$ cat src/rtl/xxh32_pkg.sv
// xxh32_pkg: types and constants shared by the streaming XXH32 block.
// No dependencies.
package xxh32_pkg;

	localparam logic [31:0] PRIME1 = 32'd2654435761;
	localparam logic [31:0] PRIME2 = 32'd2246822519;
	localparam logic [31:0] PRIME3 = 32'd3266489917;
	localparam logic [31:0] PRIME4 = 32'd668265263;
	localparam logic [31:0] PRIME5 = 32'd374761393;

	// datapath operations
	typedef enum logic [3:0] {
		OP_NONE,
		OP_STORE,     // store byte, count length
		OP_LANE_INIT, // load lanes from seed
		OP_LANE_MUL1, // t = word * P2
		OP_LANE_MUL2, // t = rol(acc + t, 13) * P1, write lane
		OP_CONV,      // h = converge or seed + P5, plus length
		OP_WORD_MUL1, // t = word * P3
		OP_WORD_MUL2, // h = rol(h + t, 17) * P4
		OP_BYTE_MUL1, // t = byte * P5
		OP_BYTE_MUL2, // h = rol(h + t, 11) * P1
		OP_AV1,       // h = (h ^ h>>15) * P2
		OP_AV2,       // h = (h ^ h>>13) * P3
		OP_AV3,       // h = h ^ h>>16, load result
		OP_CLEAR      // end of message
	} op_t;

	typedef enum logic [2:0] {
		ST_IDLE,
		ST_LANE,
		ST_FIN,
		ST_TAIL,
		ST_AV,
		ST_OUT
	} state_t;

	typedef struct packed {
		op_t        op;
		logic [1:0] lane;  // lane index / word index
		logic [3:0] pos;   // byte position of tail
	} cmd_t;

	typedef struct packed {
		logic [4:0] fill;
		logic       seen;
	} status_t;

endpackage

$ cat src/rtl/xxhash32_stream.sv
// xxhash32_stream: top level of the streaming XXH32 hasher.
// Depends on xxh32_pkg, xxh32_ctrl, xxh32_datapath.
// Takes one beat at a time. A plain byte is only stored. A byte that fills a
// 16-byte stripe starts lane work, two multiplies per lane on the one shared 32x32
// multiplier, after a lane load on the first stripe of a message. On last, finish
// runs converge, then MUL1 and MUL2 per tail word and per tail byte, then AV1 to AV3,
// and the hash is held until taken. No intake meanwhile.
module xxhash32_stream (
	input  logic        clk,
	input  logic        arst_n,
	input  logic        cfg_we,
	input  logic [31:0] cfg_wdata,
	input  logic        in_valid,
	output logic        in_ready,
	input  logic [7:0]  data_byte,
	input  logic        byte_valid,
	input  logic        last,
	output logic        out_valid,
	input  logic        out_ready,
	output logic [31:0] hash_value
);

	logic [31:0] seed_q;
	xxh32_pkg::cmd_t    cmd;
	xxh32_pkg::status_t status;

	// seed register
	always_ff @(posedge clk or negedge arst_n) begin
		if (!arst_n) seed_q <= '0;
		else if (cfg_we) seed_q <= cfg_wdata;
	end

	xxh32_ctrl u_ctrl (
		.clk, .arst_n, .in_valid, .in_ready, .byte_valid, .last,
		.out_valid, .out_ready, .status, .cmd
	);

	xxh32_datapath u_dp (
		.clk, .arst_n, .seed(seed_q), .data_byte, .cmd, .status, .hash_q(hash_value)
	);

endmodule

$ cat src/rtl/xxh32_datapath.sv
// xxh32_datapath: lanes, stripe buffer, length, hash register, one shared multiplier.
// Depends on xxh32_pkg.
module xxh32_datapath (
	input  logic                clk,
	input  logic                arst_n,
	input  logic [31:0]         seed,
	input  logic [7:0]          data_byte,
	input  xxh32_pkg::cmd_t     cmd,
	output xxh32_pkg::status_t  status,
	output logic [31:0]         hash_q
);

	logic [7:0]  buf_q [16];
	logic [31:0] lane_q [4];
	logic [31:0] len_q;
	logic [31:0] t_q;
	logic [4:0]  fill_q;
	logic        seen_q;

	logic [31:0] word, mul_a, mul_b, mul_p, sum;
	logic [3:0]  wbase;

	assign wbase = {cmd.lane, 2'b00};
	assign word  = {buf_q[wbase + 4'd3], buf_q[wbase + 4'd2],
		buf_q[wbase + 4'd1], buf_q[wbase]};

	// operand select for the shared multiplier
	always_comb begin
		mul_a = '0;
		mul_b = '0;
		sum   = '0;
		case (cmd.op)
			xxh32_pkg::OP_LANE_MUL1: begin mul_a = word; mul_b = xxh32_pkg::PRIME2; end
			xxh32_pkg::OP_LANE_MUL2: begin
				sum = lane_q[cmd.lane] + t_q;
				mul_a = {sum[18:0], sum[31:19]}; mul_b = xxh32_pkg::PRIME1;
			end
			xxh32_pkg::OP_WORD_MUL1: begin mul_a = word; mul_b = xxh32_pkg::PRIME3; end
			xxh32_pkg::OP_WORD_MUL2: begin
				sum = hash_q + t_q;
				mul_a = {sum[14:0], sum[31:15]}; mul_b = xxh32_pkg::PRIME4;
			end
			xxh32_pkg::OP_BYTE_MUL1: begin
				mul_a = {24'd0, buf_q[cmd.pos]}; mul_b = xxh32_pkg::PRIME5;
			end
			xxh32_pkg::OP_BYTE_MUL2: begin
				sum = hash_q + t_q;
				mul_a = {sum[20:0], sum[31:21]}; mul_b = xxh32_pkg::PRIME1;
			end
			xxh32_pkg::OP_AV1: begin
				mul_a = hash_q ^ (hash_q >> 15); mul_b = xxh32_pkg::PRIME2;
			end
			xxh32_pkg::OP_AV2: begin
				mul_a = hash_q ^ (hash_q >> 13); mul_b = xxh32_pkg::PRIME3;
			end
			default: ;
		endcase
	end

	assign mul_p = mul_a * mul_b;

	// control state: fill count, length, stripe flag
	always_ff @(posedge clk or negedge arst_n) begin
		if (!arst_n) begin
			fill_q <= '0;
			len_q  <= '0;
			seen_q <= 1'b0;
		end else begin
			case (cmd.op)
				xxh32_pkg::OP_STORE: begin
					fill_q <= (fill_q == 5'd15) ? 5'd0 : fill_q + 5'd1;
					len_q  <= len_q + 32'd1;
				end
				xxh32_pkg::OP_LANE_INIT: seen_q <= 1'b1;
				xxh32_pkg::OP_CLEAR: begin
					fill_q <= '0;
					len_q  <= '0;
					seen_q <= 1'b0;
				end
				default: ;
			endcase
		end
	end

	// payload registers
	always_ff @(posedge clk) begin
		case (cmd.op)
			xxh32_pkg::OP_STORE: buf_q[fill_q[3:0]] <= data_byte;
			xxh32_pkg::OP_LANE_INIT: begin
				lane_q[0] <= seed + xxh32_pkg::PRIME1 + xxh32_pkg::PRIME2;
				lane_q[1] <= seed + xxh32_pkg::PRIME2;
				lane_q[2] <= seed;
				lane_q[3] <= seed - xxh32_pkg::PRIME1;
			end
			xxh32_pkg::OP_LANE_MUL1, xxh32_pkg::OP_WORD_MUL1,
			xxh32_pkg::OP_BYTE_MUL1: t_q <= mul_p;
			xxh32_pkg::OP_LANE_MUL2: lane_q[cmd.lane] <= mul_p;
			xxh32_pkg::OP_CONV: begin
				if (seen_q)
					hash_q <= {lane_q[0][30:0], lane_q[0][31]}
						+ {lane_q[1][24:0], lane_q[1][31:25]}
						+ {lane_q[2][19:0], lane_q[2][31:20]}
						+ {lane_q[3][13:0], lane_q[3][31:14]} + len_q;
				else
					hash_q <= seed + xxh32_pkg::PRIME5 + len_q;
			end
			xxh32_pkg::OP_WORD_MUL2, xxh32_pkg::OP_BYTE_MUL2,
			xxh32_pkg::OP_AV1, xxh32_pkg::OP_AV2: hash_q <= mul_p;
			xxh32_pkg::OP_AV3: hash_q <= hash_q ^ (hash_q >> 16);
			default: ;
		endcase
	end

	assign status = '{fill: fill_q, seen: seen_q};

endmodule

$ cat src/rtl/xxh32_ctrl.sv
// xxh32_ctrl: sequencer for byte intake, stripe rounds, finish and output.
// Depends on xxh32_pkg.
module xxh32_ctrl (
	input  logic                clk,
	input  logic                arst_n,
	input  logic                in_valid,
	output logic                in_ready,
	input  logic                byte_valid,
	input  logic                last,
	output logic                out_valid,
	input  logic                out_ready,
	input  xxh32_pkg::status_t  status,
	output xxh32_pkg::cmd_t     cmd
);

	xxh32_pkg::state_t state_q, state_d;
	logic [1:0] lane_q, lane_d;
	logic       ph_q, ph_d;     // multiply phase
	logic [3:0] pos_q, pos_d;   // tail byte position
	logic       last_q, last_d;
	logic       acc;

	assign acc = in_valid && in_ready;

	always_ff @(posedge clk or negedge arst_n) begin
		if (!arst_n) begin
			state_q <= xxh32_pkg::ST_IDLE;
			lane_q  <= '0;
			ph_q    <= 1'b0;
			pos_q   <= '0;
			last_q  <= 1'b0;
		end else begin
			state_q <= state_d;
			lane_q  <= lane_d;
			ph_q    <= ph_d;
			pos_q   <= pos_d;
			last_q  <= last_d;
		end
	end

	always_comb begin
		state_d   = state_q;
		lane_d    = lane_q;
		ph_d      = ph_q;
		pos_d     = pos_q;
		last_d    = last_q;
		in_ready  = 1'b0;
		out_valid = 1'b0;
		cmd       = '{op: xxh32_pkg::OP_NONE, lane: lane_q, pos: pos_q};
		unique case (state_q)
			xxh32_pkg::ST_IDLE: begin
				in_ready = 1'b1;
				if (acc) begin
					last_d = last;
					lane_d = '0;
					ph_d   = 1'b0;
					if (byte_valid) begin
						cmd.op = xxh32_pkg::OP_STORE;
						if (status.fill == 5'd15) state_d = xxh32_pkg::ST_LANE;
						else if (last) state_d = xxh32_pkg::ST_FIN;
					end else if (last) state_d = xxh32_pkg::ST_FIN;
				end
			end
			xxh32_pkg::ST_LANE: begin
				if (!status.seen) cmd.op = xxh32_pkg::OP_LANE_INIT;
				else begin
					cmd.op = ph_q ? xxh32_pkg::OP_LANE_MUL2 : xxh32_pkg::OP_LANE_MUL1;
					ph_d = !ph_q;
					if (ph_q) begin
						lane_d = lane_q + 2'd1;
						if (lane_q == 2'd3)
							state_d = last_q ? xxh32_pkg::ST_FIN : xxh32_pkg::ST_IDLE;
					end
				end
			end
			xxh32_pkg::ST_FIN: begin
				cmd.op  = xxh32_pkg::OP_CONV;
				pos_d   = '0;
				ph_d    = 1'b0;
				state_d = xxh32_pkg::ST_TAIL;
			end
			xxh32_pkg::ST_TAIL: begin
				cmd.lane = pos_q[3:2];
				if ({1'b0, pos_q} + 5'd4 <= status.fill) begin
					cmd.op = ph_q ? xxh32_pkg::OP_WORD_MUL2 : xxh32_pkg::OP_WORD_MUL1;
					ph_d = !ph_q;
					if (ph_q) pos_d = pos_q + 4'd4;
				end else if ({1'b0, pos_q} < status.fill) begin
					cmd.op = ph_q ? xxh32_pkg::OP_BYTE_MUL2 : xxh32_pkg::OP_BYTE_MUL1;
					ph_d = !ph_q;
					if (ph_q) pos_d = pos_q + 4'd1;
				end else begin
					lane_d  = '0;
					state_d = xxh32_pkg::ST_AV;
				end
			end
			xxh32_pkg::ST_AV: begin
				unique case (lane_q)
					2'd0: cmd.op = xxh32_pkg::OP_AV1;
					2'd1: cmd.op = xxh32_pkg::OP_AV2;
					default: begin
						cmd.op  = xxh32_pkg::OP_AV3;
						state_d = xxh32_pkg::ST_OUT;
					end
				endcase
				cmd.lane = lane_q;
				lane_d = lane_q + 2'd1;
			end
			xxh32_pkg::ST_OUT: begin
				out_valid = 1'b1;
				if (out_ready) begin
					cmd.op  = xxh32_pkg::OP_CLEAR;
					state_d = xxh32_pkg::ST_IDLE;
				end
			end
			default: state_d = xxh32_pkg::ST_IDLE;
		endcase
	end

	// no intake while a result is pending
	a_no_in_out: assert property (@(posedge clk) disable iff (!arst_n)
		!(in_ready && out_valid)) else $error("ready with result pending");
	// a full stripe always starts lane work
	a_stripe: assert property (@(posedge clk) disable iff (!arst_n)
		(acc && byte_valid && status.fill == 5'd15) |=> state_q == xxh32_pkg::ST_LANE)
		else $error("stripe not processed");
	// fill stays below a stripe
	a_fill: assert property (@(posedge clk) disable iff (!arst_n)
		status.fill < 5'd16) else $error("fill overflow");

endmodule

$ cat config.mk
export PLATFORM = sky130hd
export DESIGN_NAME = xxhash32_stream
export DESIGN_NICKNAME = d
export VERILOG_FILES = /design/src/rtl/xxh32_pkg.sv /design/src/rtl/xxhash32_stream.sv /design/src/rtl/xxh32_datapath.sv /design/src/rtl/xxh32_ctrl.sv
export SDC_FILE = /design/constraint.sdc
export NUM_CORES = 2
export LEC_CHECK = 0
export BUFFER_PORTS_ARGS = -buffer_cell sky130_fd_sc_hd__buf_2
export CELL_PAD_IN_SITES_DETAIL_PLACEMENT = 0
export CELL_PAD_IN_SITES_GLOBAL_PLACEMENT = 1
export CORE_MARGIN = 5
export CORE_UTILIZATION = 40
export DETAILED_ROUTE_END_ITERATION = 10
export PLACE_DENSITY = 0.72
export SETUP_SLACK_MARGIN = 0.3
export SLEW_MARGIN = 20
export SYNTH_ARGS = -nofsm -noshare
export SYNTH_HDL_FRONTEND = slang
export SYNTH_HIERARCHICAL = 1
export SYNTH_SLANG_ARGS = --single-unit
$ cat constraint.sdc
create_clock -name clk -period 40 [get_ports clk]
set_input_delay 2 -clock clk [delete_from_list [all_inputs] [get_ports clk]]
set_output_delay 2 -clock clk [all_outputs]
set_load 0.03 [all_outputs]
==> metrics.md <==
| Metric | Value |
|---|---|
| Status | `completed` |
| Longest Clk Path Bufs | `3` |
| Die height | `343 microns` |
| Synthesized Nets | `5176` |
| Crit-path max FO | `38` |
| DIE AREA | `118000 sq um` |
| Critical path's most frequent cell | `xnor2_1` |
| PostCTS Resize Cnt | `0` |
| Clock sink count | `401` |
| Post-Layout Inst Area | `48200 sq um` |
| Ys async rst share | `0.202` |
| First-pass GRT wire length | `247000 microns` |
| First-pass iteration count of the detailed router | `6` |
| CP bufs+invs | `5` |
| DRT iter0 DRCs | `4259` |
| Final Hold Vio Count | `0` |
| Delay-heaviest family, CP | `adder cells` |
| # DRC | `0` |
| Post-CTS Setup Inserts | `0` |
| Clock slew at the register clock pins of the worst setup and hold paths | `0.06 ns` |
| Final worst slack | `25.66 ns` |
| Initial core utilization | `0.402` |
| Sequential-to-total area share from yosys stat | `0.262` |
| Hold crit path type | `reg -> reg` |
| Nets | `5215` |
| Grt ovf | `0` |
| Layout cells sized above 1 | `0.109` |
| Routed wire length | `172000 microns` |
| Critical Path RT | `40.34 ns` |
| H-tree Lvls | `2` |
| Predominant post-synthesis flop cell | `edfxtp_1` |
| MaxCap Viol Count | `0` |
| Period utilisation layout | `0.358` |
| #FFs+latches synth | `401` |
| Clk Latency, worst-skew pair | `0.64 ns` |
| Routed Antenna Nets | `0` |
| Number of flops mapped to enable cells by yosys | `320` |
| Synth-to-Final Area Change | `8.49%` |
| Final setup violation count | `0` |
| CTS Buf Count | `48` |
| Initial antenna violation count | `9` |
| Crit path time final | `14.34 ns` |
| DP Wirelength | `141000 microns` |
| Dpl cell area | `46600 sq um` |
| Largest net degree at the start of global routing | `51` |
| Ys Warns | `6` |
| CP startpoint kind | `register` |
| Routed vias/inst | `5.80` |
| CTS tree | `done` |
| Max stage delay cell, worst path | `buf_4` |
| Setup TNS | `0 ns` |
| Post-Syn Instances | `4327` |
| GP Congestion | `1.03` |
| Wire length per cell | `29.1 microns` |
| Chip width | `343 microns` |
| Max-slew headroom | `0.137` |
| Vias in the first global route | `34500` |
| RSZ-0062 raised after global routing | `no` |
| Mapped Area | `44500 sq um` |
| Vias | `34200` |
| GRT Overall Usage | `0.290` |
| Max stage delay on crit path | `0.61 ns` |
| Slew Viols, Final | `0` |
| Pre-CTS WS | `25.83 ns` |
| Syn_area_per_cell | `10.3 sq um` |
| Top-level port count | `81` |
| Count of cell types in the netlist | `105` |
| Setup CP Type | `reg -> reg` |
| Num rows | `122` |
| Fmax | `69.7 MHz` |
| # hold bufs at CTS | `0` |
| Critical Path Sink Type | `register` |
| WP data arrival | `14.68 ns` |
| CTS Root Cell | `clkbuf_16` |
| Clock Skew | `0.0483 ns` |
| Core ar. | `111000 sq um` |
| Least-Margin Pin Slew | `1.28 ns` |
| Number of I/O port buffers | `80` |
cells by family (layout without fill, tap and decap cells):
logic type,Yosys count,after routing,share of synthesized area
xor+xnor,329,329,0.0667
mux,189,189,0.0759
buf+inv,831,910,0.0731
simple gates,1024,1024,0.104
fa+ha+maj,802,802,0.310
compound gates,751,751,0.109
other cells,0,2,0
flops,401,401,0.262
worst register-to-register path: cells and delay by family, from the launching register on:
family,cells,cell delay (ns)
buffers and inverters,5,1.09
AO/OA/AOI/OAI,9,2.36
flip-flops,1,0.55
adder cells (fa/ha/maj),9,4.13
XOR/XNOR,15,3.36
multiplexers,3,1.05
AND/OR/NAND/NOR,6,1.56
area by class of cell:
cell class / count / area [sq um]
Multi-Input combinational cell: 3095 / 29700
Clock buffer: 57 / 1260
Antenna cell: 2 / 5.00
Timing Repair Buffer: 153 / 951
Inverter: 667 / 2510
Clock inverter: 33 / 334
Tap cell: 1488 / 1860
Sequential cell: 401 / 11600
Fill cell: 10700 / 62300
layer usage:
metal,GRT usage,part of all wire,vias to the layer above
met4,0.128,0.056,0
met1,0.388,0.40,17300
met2,0.464,0.46,1880
li1,-,-,14700
met5,0,0,-
met3,0.0538,0.091,364
cell usage in the layout (no fill, tap or decap), types with 10 or more instances in the layout:
cell / n
nor2b_1: 26
nor3b_1: 10
o21a_1: 14
nand4_1: 14
clkbuf_16: 48
nand3_1: 63
or3_1: 21
mux2i_1: 31
o211ai_1: 12
mux4_2: 104
inv_1: 662
edfxtp_1: 320
buf_2: 79
and2_1: 31
a21o_1: 67
nand2b_1: 33
o21bai_1: 23
o21ai_1: 13
mux2_2: 23
a31oi_1: 20
mux2_4: 31
fa_1: 501
and3_1: 30
nor2_1: 347
a22oi_1: 32
o21ai_0: 185
o31ai_1: 13
nand2_1: 351
nor3_1: 30
o22ai_1: 15
buf_4: 74
xnor2_1: 224
xor2_1: 97
clkinv_2: 12
ha_1: 301
a221o_1: 11
a21oi_1: 227
or2_2: 20
dfrtp_1: 80
state kept, by name, indices dropped and copies added, names as in the netlist:
| register | flops |
|---|---|
| u_dp/buf_q | 128 |
| u_dp/lane_q | 128 |
| seed_q | 32 |
| u_dp/hash_q | 32 |
| u_dp/len_q | 32 |
| u_dp/t_q | 32 |
| u_dp/fill_q | 5 |
| u_ctrl/pos_q | 4 |
| u_ctrl/state_q | 3 |
| u_ctrl/lane_q | 2 |
| u_ctrl/last_q | 1 |
| u_ctrl/ph_q | 1 |
| u_dp/seen_q | 1 |
stage by stage:
stage | hold slack [ns] | util | std cells
floorplan | 0.479 | - | 4327
CTS | 0.532 | 0.436 | 5894
global route | 0.556 | 0.437 | 5894
finish | 0.530 | 0.437 | 5896
detailed placement | 0.516 | 0.422 | 5804
global placement | 0.492 | 0.422 | 5804
synth_stat cells, drive strengths merged, types with 64 or more instances:
library cell	n	area [sq um]
a21o	67	503
a21oi	230	1160
clkbuf	117	439
dfrtp	81	2030
edfxtp	320	9610
fa	501	10000
ha	301	3770
inv	665	2500
mux4	104	2340
nand2	354	1330
nand3	64	325
nor2	353	1330
o21ai	204	1030
xnor2	227	2010
xor2	99	882
final timing paths:
path                                                from                      endpoint  slack, ns  cells after the start
min reg2reg                    u_ctrl/last_q$_DFFE_PN0P_     u_ctrl/last_q$_DFFE_PN0P_       0.53                      1
max in group asynchronous                         arst_n   u_ctrl/pos_q[1]$_DFFE_PN0P_      37.58                      2
max                        u_ctrl/state_q[1]$_DFFE_PN0P_  u_dp/lane_q[2][31]$_DFFE_PP_      25.66                     47
max reg2reg                u_ctrl/state_q[1]$_DFFE_PN0P_  u_dp/lane_q[2][31]$_DFFE_PP_      25.66                     47
min in group asynchronous                         arst_n    u_dp/len_q[19]$_DFFE_PN0P_       1.33                      1
min                            u_ctrl/last_q$_DFFE_PN0P_     u_ctrl/last_q$_DFFE_PN0P_       0.53                      1
Power is not shown: default switching activity piles up to over one toggle a cycle in this logic, so the estimate is an artifact.
